`config.mk`:
```
export PLATFORM = sky130hd
export DESIGN_NAME = heatmap_channel_argmax
export DESIGN_NICKNAME = d
export VERILOG_FILES = /design/src/hw/rtl/hca_pkg.sv /design/src/hw/rtl/heatmap_channel_argmax.sv /design/src/hw/rtl/hca_peak_ram.sv /design/src/hw/rtl/hca_seq.sv
export SDC_FILE = /design/constraint.sdc
export NUM_CORES = 2
export LEC_CHECK = 0
export ABC_AREA = 0
export BUFFER_PORTS_ARGS = -buffer_cell sky130_fd_sc_hd__buf_2
export CAP_MARGIN = 20
export CORE_ASPECT_RATIO = 0.75
export CORE_MARGIN = 2
export CORE_UTILIZATION = 35
export CTS_BUF_LIST = sky130_fd_sc_hd__clkbuf_8
export DETAILED_ROUTE_END_ITERATION = 7
export PLACE_DENSITY = 0.57
export REMOVE_ABC_BUFFERS = 1
export SYNTH_ARGS = -nofsm -noshare
export SYNTH_HDL_FRONTEND = slang
export SYNTH_SLANG_ARGS = --single-unit
```
`constraint.sdc`:
```
create_clock -name clk_i -period 8 [get_ports clk_i]
set_input_delay 0 -clock clk_i [delete_from_list [all_inputs] [get_ports clk_i]]
set_output_delay 0 -clock clk_i [all_outputs]
set_load 0.01 [all_outputs]
```
`src/hw/rtl/hca_pkg.sv`:
```
package hca_pkg;

  // configuration port geometry
  localparam int unsigned CFG_IDX_W  = 2;
  localparam int unsigned CFG_DATA_W = 10;
  localparam int unsigned CFG_CH_W   = 6;
  localparam int unsigned CFG_SIDE_W = 10;

  // register reset values
  localparam logic [CFG_CH_W-1:0]   RST_CH_STORED = 6'd22;
  localparam logic [CFG_CH_W-1:0]   RST_CH_VALID  = 6'd22;
  localparam logic [CFG_SIDE_W-1:0] RST_MAP_WIDTH  = 10'd320;
  localparam logic [CFG_SIDE_W-1:0] RST_MAP_HEIGHT = 10'd320;

  typedef enum logic [CFG_IDX_W-1:0] {
    REG_CH_STORED  = 2'd0,
    REG_CH_VALID   = 2'd1,
    REG_MAP_WIDTH  = 2'd2,
    REG_MAP_HEIGHT = 2'd3
  } cfg_reg_e;

  typedef enum logic [1:0] {
    ST_IDLE  = 2'd0,
    ST_DRAIN = 2'd1,
    ST_EMIT  = 2'd2
  } seq_state_e;

  // control that travels with a memory read into the update stage
  typedef struct packed {
    logic smp;        // a sample word is in flight
    logic upd;        // its channel is searched
    logic seed;       // first position of the map
    logic emit;       // a result read is in flight
    logic emit_last;  // final result of the map
  } ctl_t;

endpackage

```
`src/hw/rtl/heatmap_channel_argmax.sv`:
```
// channel   | dir | handshake            | payload
// sample    | in  | start_i / busy_o     | sample_i
// result    | out | strobe_o (one cycle) | channel_o, peak_x_o, peak_y_o, peak_value_o, last_o
// config    | in  | cfg_we_i             | cfg_idx_i, cfg_wdata_i
//
// one sample word per cycle: a word is taken when start_i is high and busy_o low
// the per-channel peak table sits in one memory with a registered read; each word
// reads its channel entry, compares in the next cycle and writes back, with a
// bypass for the entry written at the same edge (single stored channel)
// after the last word of a map busy_o stays high through a drain state, which lets
// the final write land, then through an emit state with one memory read per result
// results leave on strobe_o through the read data register and the output register; the receiver cannot stall
// reset clears counters and state and loads the config defaults; the peak table is not cleared
module heatmap_channel_argmax #(
  parameter int unsigned MAX_CHANNELS = 32,
  parameter int unsigned MAX_SIDE     = 512,
  parameter int unsigned SAMPLE_BITS  = 16
) (
  input  logic                                        clk_i,
  input  logic                                        rst_ni,
  // sample word
  input  logic                                        start_i,
  output logic                                        busy_o,
  input  logic signed [SAMPLE_BITS-1:0]               sample_i,
  // configuration writes
  input  logic                                        cfg_we_i,
  input  logic [hca_pkg::CFG_IDX_W-1:0]               cfg_idx_i,
  input  logic [hca_pkg::CFG_DATA_W-1:0]              cfg_wdata_i,
  // result words
  output logic                                        strobe_o,
  output logic [(MAX_CHANNELS > 1 ? $clog2(MAX_CHANNELS) : 1)-1:0] channel_o,
  output logic [$clog2(MAX_SIDE)-1:0]                 peak_x_o,
  output logic [$clog2(MAX_SIDE)-1:0]                 peak_y_o,
  output logic signed [SAMPLE_BITS-1:0]               peak_value_o,
  output logic                                        last_o
);
  import hca_pkg::*;

  localparam int unsigned CH_W  = MAX_CHANNELS > 1 ? $clog2(MAX_CHANNELS) : 1;
  localparam int unsigned XW    = $clog2(MAX_SIDE);
  localparam int unsigned ENT_W = SAMPLE_BITS + 2 * XW;

  // read issue side
  logic [CH_W-1:0] rd_addr;
  ctl_t            ctl_s0;
  logic [XW-1:0]   pos_x, pos_y;

  // compare stage, lines up with the memory read data
  ctl_t                          ctl_q;
  logic [CH_W-1:0]               ch_q;
  logic [XW-1:0]                 x_q, y_q;
  logic signed [SAMPLE_BITS-1:0] smp_q;

  // last write, for the same-edge read bypass
  logic             lw_vld_q;
  logic [CH_W-1:0]  lw_addr_q;
  logic [ENT_W-1:0] lw_data_q;

  logic [ENT_W-1:0]              rdata, cur, wdata;
  logic signed [SAMPLE_BITS-1:0] cur_val;
  logic                          we;

  // output register
  logic                          out_vld_q, out_last_q;
  logic [CH_W-1:0]               out_ch_q;
  logic [XW-1:0]                 out_x_q, out_y_q;
  logic signed [SAMPLE_BITS-1:0] out_val_q;

  hca_seq #(
    .MAX_CHANNELS (MAX_CHANNELS),
    .MAX_SIDE     (MAX_SIDE)
  ) u_seq (
    .clk_i       (clk_i),
    .rst_ni      (rst_ni),
    .start_i     (start_i),
    .cfg_we_i    (cfg_we_i),
    .cfg_idx_i   (cfg_idx_i),
    .cfg_wdata_i (cfg_wdata_i),
    .busy_o      (busy_o),
    .rd_addr_o   (rd_addr),
    .ctl_o       (ctl_s0),
    .pos_x_o     (pos_x),
    .pos_y_o     (pos_y)
  );

  hca_peak_ram #(
    .DEPTH  (1 << CH_W),
    .DATA_W (ENT_W)
  ) u_ram (
    .clk_i   (clk_i),
    .we_i    (we),
    .waddr_i (ch_q),
    .wdata_i (wdata),
    .raddr_i (rd_addr),
    .rdata_o (rdata)
  );

  always_ff @(posedge clk_i or negedge rst_ni) begin
    if (!rst_ni) begin
      ctl_q <= '0;
    end else begin
      ctl_q <= ctl_s0;
    end
  end

  always_ff @(posedge clk_i) begin
    ch_q  <= rd_addr;
    x_q   <= pos_x;
    y_q   <= pos_y;
    smp_q <= sample_i;
  end

  // entry as seen by this word: bypass the write that landed with the read
  assign cur     = (lw_vld_q && (lw_addr_q == ch_q)) ? lw_data_q : rdata;
  assign cur_val = cur[ENT_W-1 -: SAMPLE_BITS];

  // strictly greater wins, first position of the map always seeds
  assign we    = ctl_q.smp && ctl_q.upd && (ctl_q.seed || (smp_q > cur_val));
  assign wdata = {smp_q, x_q, y_q};

  always_ff @(posedge clk_i or negedge rst_ni) begin
    if (!rst_ni) begin
      lw_vld_q <= 1'b0;
    end else begin
      lw_vld_q <= we;
    end
  end

  always_ff @(posedge clk_i) begin
    lw_addr_q <= ch_q;
    lw_data_q <= wdata;
  end

  // result words come straight from the table, all writes have landed
  always_ff @(posedge clk_i or negedge rst_ni) begin
    if (!rst_ni) begin
      out_vld_q  <= 1'b0;
      out_last_q <= 1'b0;
    end else begin
      out_vld_q  <= ctl_q.emit;
      out_last_q <= ctl_q.emit && ctl_q.emit_last;
    end
  end

  always_ff @(posedge clk_i) begin
    out_ch_q  <= ch_q;
    out_val_q <= rdata[ENT_W-1 -: SAMPLE_BITS];
    out_x_q   <= rdata[2*XW-1 -: XW];
    out_y_q   <= rdata[XW-1:0];
  end

  assign strobe_o     = out_vld_q;
  assign channel_o    = out_ch_q;
  assign peak_x_o     = out_x_q;
  assign peak_y_o     = out_y_q;
  assign peak_value_o = out_val_q;
  assign last_o       = out_last_q;

endmodule

```
`src/hw/rtl/hca_peak_ram.sv`:
```
module hca_peak_ram #(
  parameter int unsigned DEPTH  = 32,
  parameter int unsigned DATA_W = 34
) (
  input  logic                     clk_i,
  input  logic                     we_i,
  input  logic [$clog2(DEPTH)-1:0] waddr_i,
  input  logic [DATA_W-1:0]        wdata_i,
  input  logic [$clog2(DEPTH)-1:0] raddr_i,
  output logic [DATA_W-1:0]        rdata_o
);

  logic [DATA_W-1:0] mem [DEPTH];
  logic [DATA_W-1:0] rdata_q;

  // read returns the old entry on a same-address write
  always_ff @(posedge clk_i) begin
    if (we_i) begin
      mem[waddr_i] <= wdata_i;
    end
    rdata_q <= mem[raddr_i];
  end

  assign rdata_o = rdata_q;

endmodule

```
`src/hw/rtl/hca_seq.sv`:
```
module hca_seq #(
  parameter int unsigned MAX_CHANNELS = 32,
  parameter int unsigned MAX_SIDE     = 512
) (
  input  logic                                        clk_i,
  input  logic                                        rst_ni,
  input  logic                                        start_i,
  input  logic                                        cfg_we_i,
  input  logic [hca_pkg::CFG_IDX_W-1:0]               cfg_idx_i,
  input  logic [hca_pkg::CFG_DATA_W-1:0]              cfg_wdata_i,
  output logic                                        busy_o,
  output logic [(MAX_CHANNELS > 1 ? $clog2(MAX_CHANNELS) : 1)-1:0] rd_addr_o,
  output hca_pkg::ctl_t                               ctl_o,
  output logic [$clog2(MAX_SIDE)-1:0]                 pos_x_o,
  output logic [$clog2(MAX_SIDE)-1:0]                 pos_y_o
);
  import hca_pkg::*;

  localparam int unsigned CH_W   = MAX_CHANNELS > 1 ? $clog2(MAX_CHANNELS) : 1;
  localparam int unsigned XW     = $clog2(MAX_SIDE);
  localparam int unsigned CH_LW0 = $clog2(MAX_CHANNELS + 1);
  localparam int unsigned CH_LW  = CH_LW0 > CFG_CH_W ? CH_LW0 : CFG_CH_W;
  localparam int unsigned SD_LW0 = $clog2(MAX_SIDE + 1);
  localparam int unsigned SD_LW  = SD_LW0 > CFG_SIDE_W ? SD_LW0 : CFG_SIDE_W;

  logic [CFG_CH_W-1:0]   ch_stored_q, ch_valid_q;
  logic [CFG_SIDE_W-1:0] map_width_q, map_height_q;

  logic [CH_W-1:0] ch_cnt_q, emit_idx_q;
  logic [XW-1:0]   col_cnt_q, row_cnt_q;

  seq_state_e state_q, state_d;

  logic [CH_LW-1:0] stored, valid, cs_ext, cv_ext, ch_next, emit_next;
  logic [SD_LW-1:0] width, height, w_ext, h_ext, col_next, row_next;
  logic             accept, end_ch, end_col, end_row, map_end, emit_last;

  // config registers
  always_ff @(posedge clk_i or negedge rst_ni) begin
    if (!rst_ni) begin
      ch_stored_q  <= RST_CH_STORED;
      ch_valid_q   <= RST_CH_VALID;
      map_width_q  <= RST_MAP_WIDTH;
      map_height_q <= RST_MAP_HEIGHT;
    end else if (cfg_we_i) begin
      unique case (cfg_reg_e'(cfg_idx_i))
        REG_CH_STORED:  ch_stored_q  <= cfg_wdata_i[CFG_CH_W-1:0];
        REG_CH_VALID:   ch_valid_q   <= cfg_wdata_i[CFG_CH_W-1:0];
        REG_MAP_WIDTH:  map_width_q  <= cfg_wdata_i[CFG_SIDE_W-1:0];
        REG_MAP_HEIGHT: map_height_q <= cfg_wdata_i[CFG_SIDE_W-1:0];
      endcase
    end
  end

  // clamped limits
  always_comb begin
    cs_ext = CH_LW'(ch_stored_q);
    cv_ext = CH_LW'(ch_valid_q);
    w_ext  = SD_LW'(map_width_q);
    h_ext  = SD_LW'(map_height_q);
    if (cs_ext == '0) begin
      stored = CH_LW'(1);
    end else if (cs_ext > CH_LW'(MAX_CHANNELS)) begin
      stored = CH_LW'(MAX_CHANNELS);
    end else begin
      stored = cs_ext;
    end
    if (cv_ext == '0) begin
      valid = CH_LW'(1);
    end else if (cv_ext > stored) begin
      valid = stored;
    end else begin
      valid = cv_ext;
    end
    if (w_ext == '0) begin
      width = SD_LW'(1);
    end else if (w_ext > SD_LW'(MAX_SIDE)) begin
      width = SD_LW'(MAX_SIDE);
    end else begin
      width = w_ext;
    end
    if (h_ext == '0) begin
      height = SD_LW'(1);
    end else if (h_ext > SD_LW'(MAX_SIDE)) begin
      height = SD_LW'(MAX_SIDE);
    end else begin
      height = h_ext;
    end
  end

  assign busy_o    = (state_q != ST_IDLE);
  assign accept    = start_i && !busy_o;
  assign ch_next   = CH_LW'(ch_cnt_q) + CH_LW'(1);
  assign col_next  = SD_LW'(col_cnt_q) + SD_LW'(1);
  assign row_next  = SD_LW'(row_cnt_q) + SD_LW'(1);
  assign emit_next = CH_LW'(emit_idx_q) + CH_LW'(1);
  assign end_ch    = ch_next >= stored;
  assign end_col   = col_next >= width;
  assign end_row   = row_next >= height;
  assign map_end   = accept && end_ch && end_col && end_row;
  assign emit_last = emit_next >= valid;

  // position counters, channel fastest
  always_ff @(posedge clk_i or negedge rst_ni) begin
    if (!rst_ni) begin
      ch_cnt_q  <= '0;
      col_cnt_q <= '0;
      row_cnt_q <= '0;
    end else if (accept) begin
      if (!end_ch) begin
        ch_cnt_q <= ch_next[CH_W-1:0];
      end else begin
        ch_cnt_q <= '0;
        if (!end_col) begin
          col_cnt_q <= col_next[XW-1:0];
        end else begin
          col_cnt_q <= '0;
          if (!end_row) begin
            row_cnt_q <= row_next[XW-1:0];
          end else begin
            row_cnt_q <= '0;
          end
        end
      end
    end
  end

  always_ff @(posedge clk_i or negedge rst_ni) begin
    if (!rst_ni) begin
      state_q    <= ST_IDLE;
      emit_idx_q <= '0;
    end else begin
      state_q <= state_d;
      if (state_q == ST_DRAIN) begin
        emit_idx_q <= '0;
      end else if (state_q == ST_EMIT) begin
        emit_idx_q <= emit_next[CH_W-1:0];
      end
    end
  end

  always_comb begin
    state_d = state_q;
    unique case (state_q)
      ST_IDLE:  if (map_end) state_d = ST_DRAIN;
      ST_DRAIN: state_d = ST_EMIT;
      ST_EMIT:  if (emit_last) state_d = ST_IDLE;
      default:  state_d = ST_IDLE;
    endcase
  end

  always_comb begin
    ctl_o     = '0;
    rd_addr_o = ch_cnt_q;
    pos_x_o   = col_cnt_q;
    pos_y_o   = row_cnt_q;
    unique case (state_q)
      ST_IDLE: begin
        ctl_o.smp  = accept;
        ctl_o.upd  = CH_LW'(ch_cnt_q) < valid;
        ctl_o.seed = (col_cnt_q == '0) && (row_cnt_q == '0);
      end
      ST_DRAIN: begin
        ctl_o = '0;
      end
      ST_EMIT: begin
        rd_addr_o       = emit_idx_q;
        ctl_o.emit      = 1'b1;
        ctl_o.emit_last = emit_last;
      end
      default: begin
        ctl_o = '0;
      end
    endcase
  end

endmodule
```
==> flow_metrics.py <==
metrics = {
    "timing": {
        "setup_violations": 0,
        "hold_violations": 0,
        "rsz0062_at_grt": "no",
        "drv_slew": 0,
        "setup-tns-final_ns": 0,
        "finalClockSkew_ns": 0.0638,
        "maxSlewHeadroom": 0.239,
        "fmax_mhz": 175,
        "worst_pin_slew_ns": 1.13,
        "min_period_ns": 5.71,
        "post-route-period-util": 0.713,
    },
    "cts": {
        "cts_setup_buffers": 0,
        "cts_root_buffer": "clkbuf_8",
        "cts_tree": "built",
        "clock-sinks": 1286,
        "htreeDepth": 4,
        "clkTransAtPathRegs_ns": 0.06,
        "clk_latency_ns": 0.94,
        "clockBufferDepth": 3,
        "numCtsBuffers": 200,
    },
    "worst_setup_path": {
        "critPathSlowestCell": "and3_1",
        "path_class": "flop to flop",
        "worst_setup_path_end_kind": "flop",
        "arrival_ns": 6.24,
        "cp.required_ns": 8.53,
        "cp_num_buf_inv": 2,
        "setup.worst_path.start_class": "flop",
        "worstPathMaxFanout": 33,
        "slowest_delay_ns": 0.94,
        "crit_family": "simple AND/OR/NAND/NOR gates",
        "path_cells": "xor2_1, nor4_1, and3_1, mux2i_1, ha_1, nand4_1, a2111o_1, o2111ai_1, o211ai_1, buf_4, nor3_2, buf_4",
        "crit_path_frequent_cell": "buf_4",
    },
    "detailed_routing": {
        "dr.pass1.iters": 5,
        "viasPerCell": 5.45,
        "drc": 0,
        "detail_route.wl_per_cell_um": 25.3,
        "ant_nets": 0,
        "routed_wl_mm": 151,
        "vias": 32600,
        "dr.first_iter.drc_count": 3887,
    },
    "yosys": {
        "synth_top_area_cell": "edfxtp_1",
        "synth_common_cells": "edfxtp_1 (1088), nand2_1 (767), a21oi_1 (262), dfxtp_1 (128), a211oi_1 (126)",
        "yosysUniqueCellTypes": 81,
        "synthTopCellsByArea": "edfxtp_1 (63%), nand2_1 (5.5%), dfxtp_1 (4.9%)",
        "syn_avg_cell_area_um2": 14.2,
        "synthArstFlopShare": 0.0544,
        "syn_area_um2": 51900,
        "synth_top_area_share": 0.629,
        "ys_warn_count": 0,
        "ys_ff_latch": 1286,
        "yosysMostFrequentCell": "edfxtp_1",
        "netlist_instances": 3646,
        "yosysSeqAreaShare": 0.712,
        "yosys_most_used_dff": "edfxtp_1",
        "synth_edf_count": 1088,
    },
    "global_route": {
        "grt_pass1_vias": 30700,
        "grt_pass1_wl_mm": 219,
        "grt_use_total": 0.196,
        "grt_overflow_total": 0,
        "antenna_found_initial": 8,
        "grt_start_max_net_pins": 153,
    },
    "power": {
        "seq_power_share": 0.376,
        "clkPwrFrac": 0.259,
        "power_w": 0.0222,
        "p_per_area_nw_per_um2": 373,
        "internal_power_w": 0.0134,
        "vdd.ir_drop.worst_mv": 0.514,
        "p_sw_w": 0.00877,
        "sw_frac_of_total": 0.395,
        "power_leakage_nw": 20.1,
        "combPwrFrac": 0.365,
    },
    "layout": {
        "drive_gt1_frac": 0.163,
        "utilization": 0.403,
        "seq_area_um2": 37000,
        "fin_area_um2": 59400,
        "final_cells": 5987,
        "area_growth_pct": 14.3,
        "final_nets": 3931,
        "multi_input_area_um2": 13800,
        "fillers": 13600,
    },
    "floorplanning": {
        "die_w_um": 449,
        "num_io_pins": 74,
        "rows": 122,
        "dieArea_um2": 152000,
        "fp.dieH_um": 338,
        "start_util": 0.352,
        "core_area_um2": 147000,
    },
    "place": {
        "place_congestion": 0.845,
        "hpwl_mm": 89.9,
        "dpl_cell_area_um2": 54400,
        "portBuffers": 73,
        "placedCellCount": 5541,
    },
    "run_status": {
        "status": "completed",
    },
    "job": {
        "drv_cap": 0,
    },
    "min_path": {
        "hold_class": "primary input to flop",
    },
}
[through the flow]
stage | worst slack [ns] | hold slack (ns)
after floorplan | -8.92 | -0.296
after detailed placement | 2.30 | 0.104
final | 2.29 | 0.122
after global routing | 1.95 | 0.122
after global placement | 2.39 | 0.104
after CTS | 2.24 | 0.0256
[worst reg2reg max path: stages, from the launching register on]
cell	delay (ns)
dfxtp_1	0.48
xor2_1	0.11
nor4_1	0.32
and3_1	0.94
mux2i_1	0.24
ha_1	0.36
nand4_1	0.20
a2111o_1	0.45
o2111ai_1	0.12
o211ai_1	0.23
buf_4	0.40
nor3_2	0.92
buf_4	0.50
[cells by family after synthesis]
kind of cell	count (synthesis)	synth area share
muxes	147	0.0514
buffers and inverters	274	0.0268
and+or+nand+nor	1098	0.0916
DFF	1286	0.712
adders and majority gates	67	0.0161
xor gates and xnor gates	25	0.00422
AOI/OAI and AO/OA	749	0.0976
[worst paths after layout]
| path | startpoint | to | slack, ns | cells past startpoint |
|---|---|---|---|---|
| max | ch_q[1] | u_ram.mem[9][6] | 2.29 | 12 |
| min | cfg_idx_i[0] | u_seq.ch_stored_q[5] | 0.12 | 5 |
| max reg2reg | ch_q[1] | u_ram.mem[9][6] | 2.29 | 12 |
| min reg2reg | u_ram.rdata_o[23] | peak_value_o[5] | 0.35 | 0 |
| max in group asynchronous | rst_ni | u_seq.map_width_q[0] | 7.33 | 4 |
| min in group asynchronous | rst_ni | u_seq.ch_stored_q[1] | 0.25 | 3 |
[registers in the layout (all words and copies together) (netlist names), 10 cells and up]
| signal | cells |
|---|---|
| peak_value_o | 16 |
| lw_data_q | 16 |
| u_ram.mem | 1088 |
| u_seq.map_width_q | 10 |
| u_ram.rdata_o | 34 |
| u_seq.h_ext | 10 |
| smp_q | 16 |
[power by group through the flow]
| stage | Combinational (W) | Clock, W | Sequential (W) |
|---|---|---|---|
| after CTS | 0.00805 | 0.00586 | 0.00836 |
| after floorplan | 0.00537 | 0 | 0.00835 |
| after global placement | 0.00793 | 0 | 0.00849 |
| after detailed placement | 0.00800 | 0 | 0.00849 |
| after global routing | 0.00873 | 0.00614 | 0.00839 |
| final | 0.00808 | 0.00575 | 0.00834 |
[timing repair]
action                                 in CTS  in global routing
resized for setup                           0                  0
setup endpoints to repair                   0                  0
endpoints found under the hold margin     140                  0
hold buffers                               63                  0
[area by class of cell]
type | count | share of cell area
antenna | 3 | 0.000126
timing repair buffer | 225 | 0.0297
clock buffer | 236 | 0.0547
clock inverter | 134 | 0.0156
inverter | 33 | 0.00234
sequential | 1286 | 0.624
tap | 1984 | 0.0418
multi-input combinational | 2086 | 0.232
[layer usage]
| layer | track usage | wire, um |
|---|---|---|
| met5 | 0 | 0 |
| met4 | 0.0654 | 3910 |
| met3 | 0.0367 | 12700 |
| met2 | 0.289 | 66700 |
| met1 | 0.290 | 68000 |
[layout by cell type, fill, tap and decap left out, drive strengths merged, types with 60 or more instances in the layout]
cell	count
inv	109
a21oi	262
a311oi	74
a211oi	126
and3	79
dfxtp	128
edfxtp	1088
nor3	103
clkbuf	236
a22oi	68
ha	67
dlygate4sd3	62
buf	163
mux4	85
nand2	768
dfrtp	60
No activity file was read; power rests on OpenSTA's default activity.
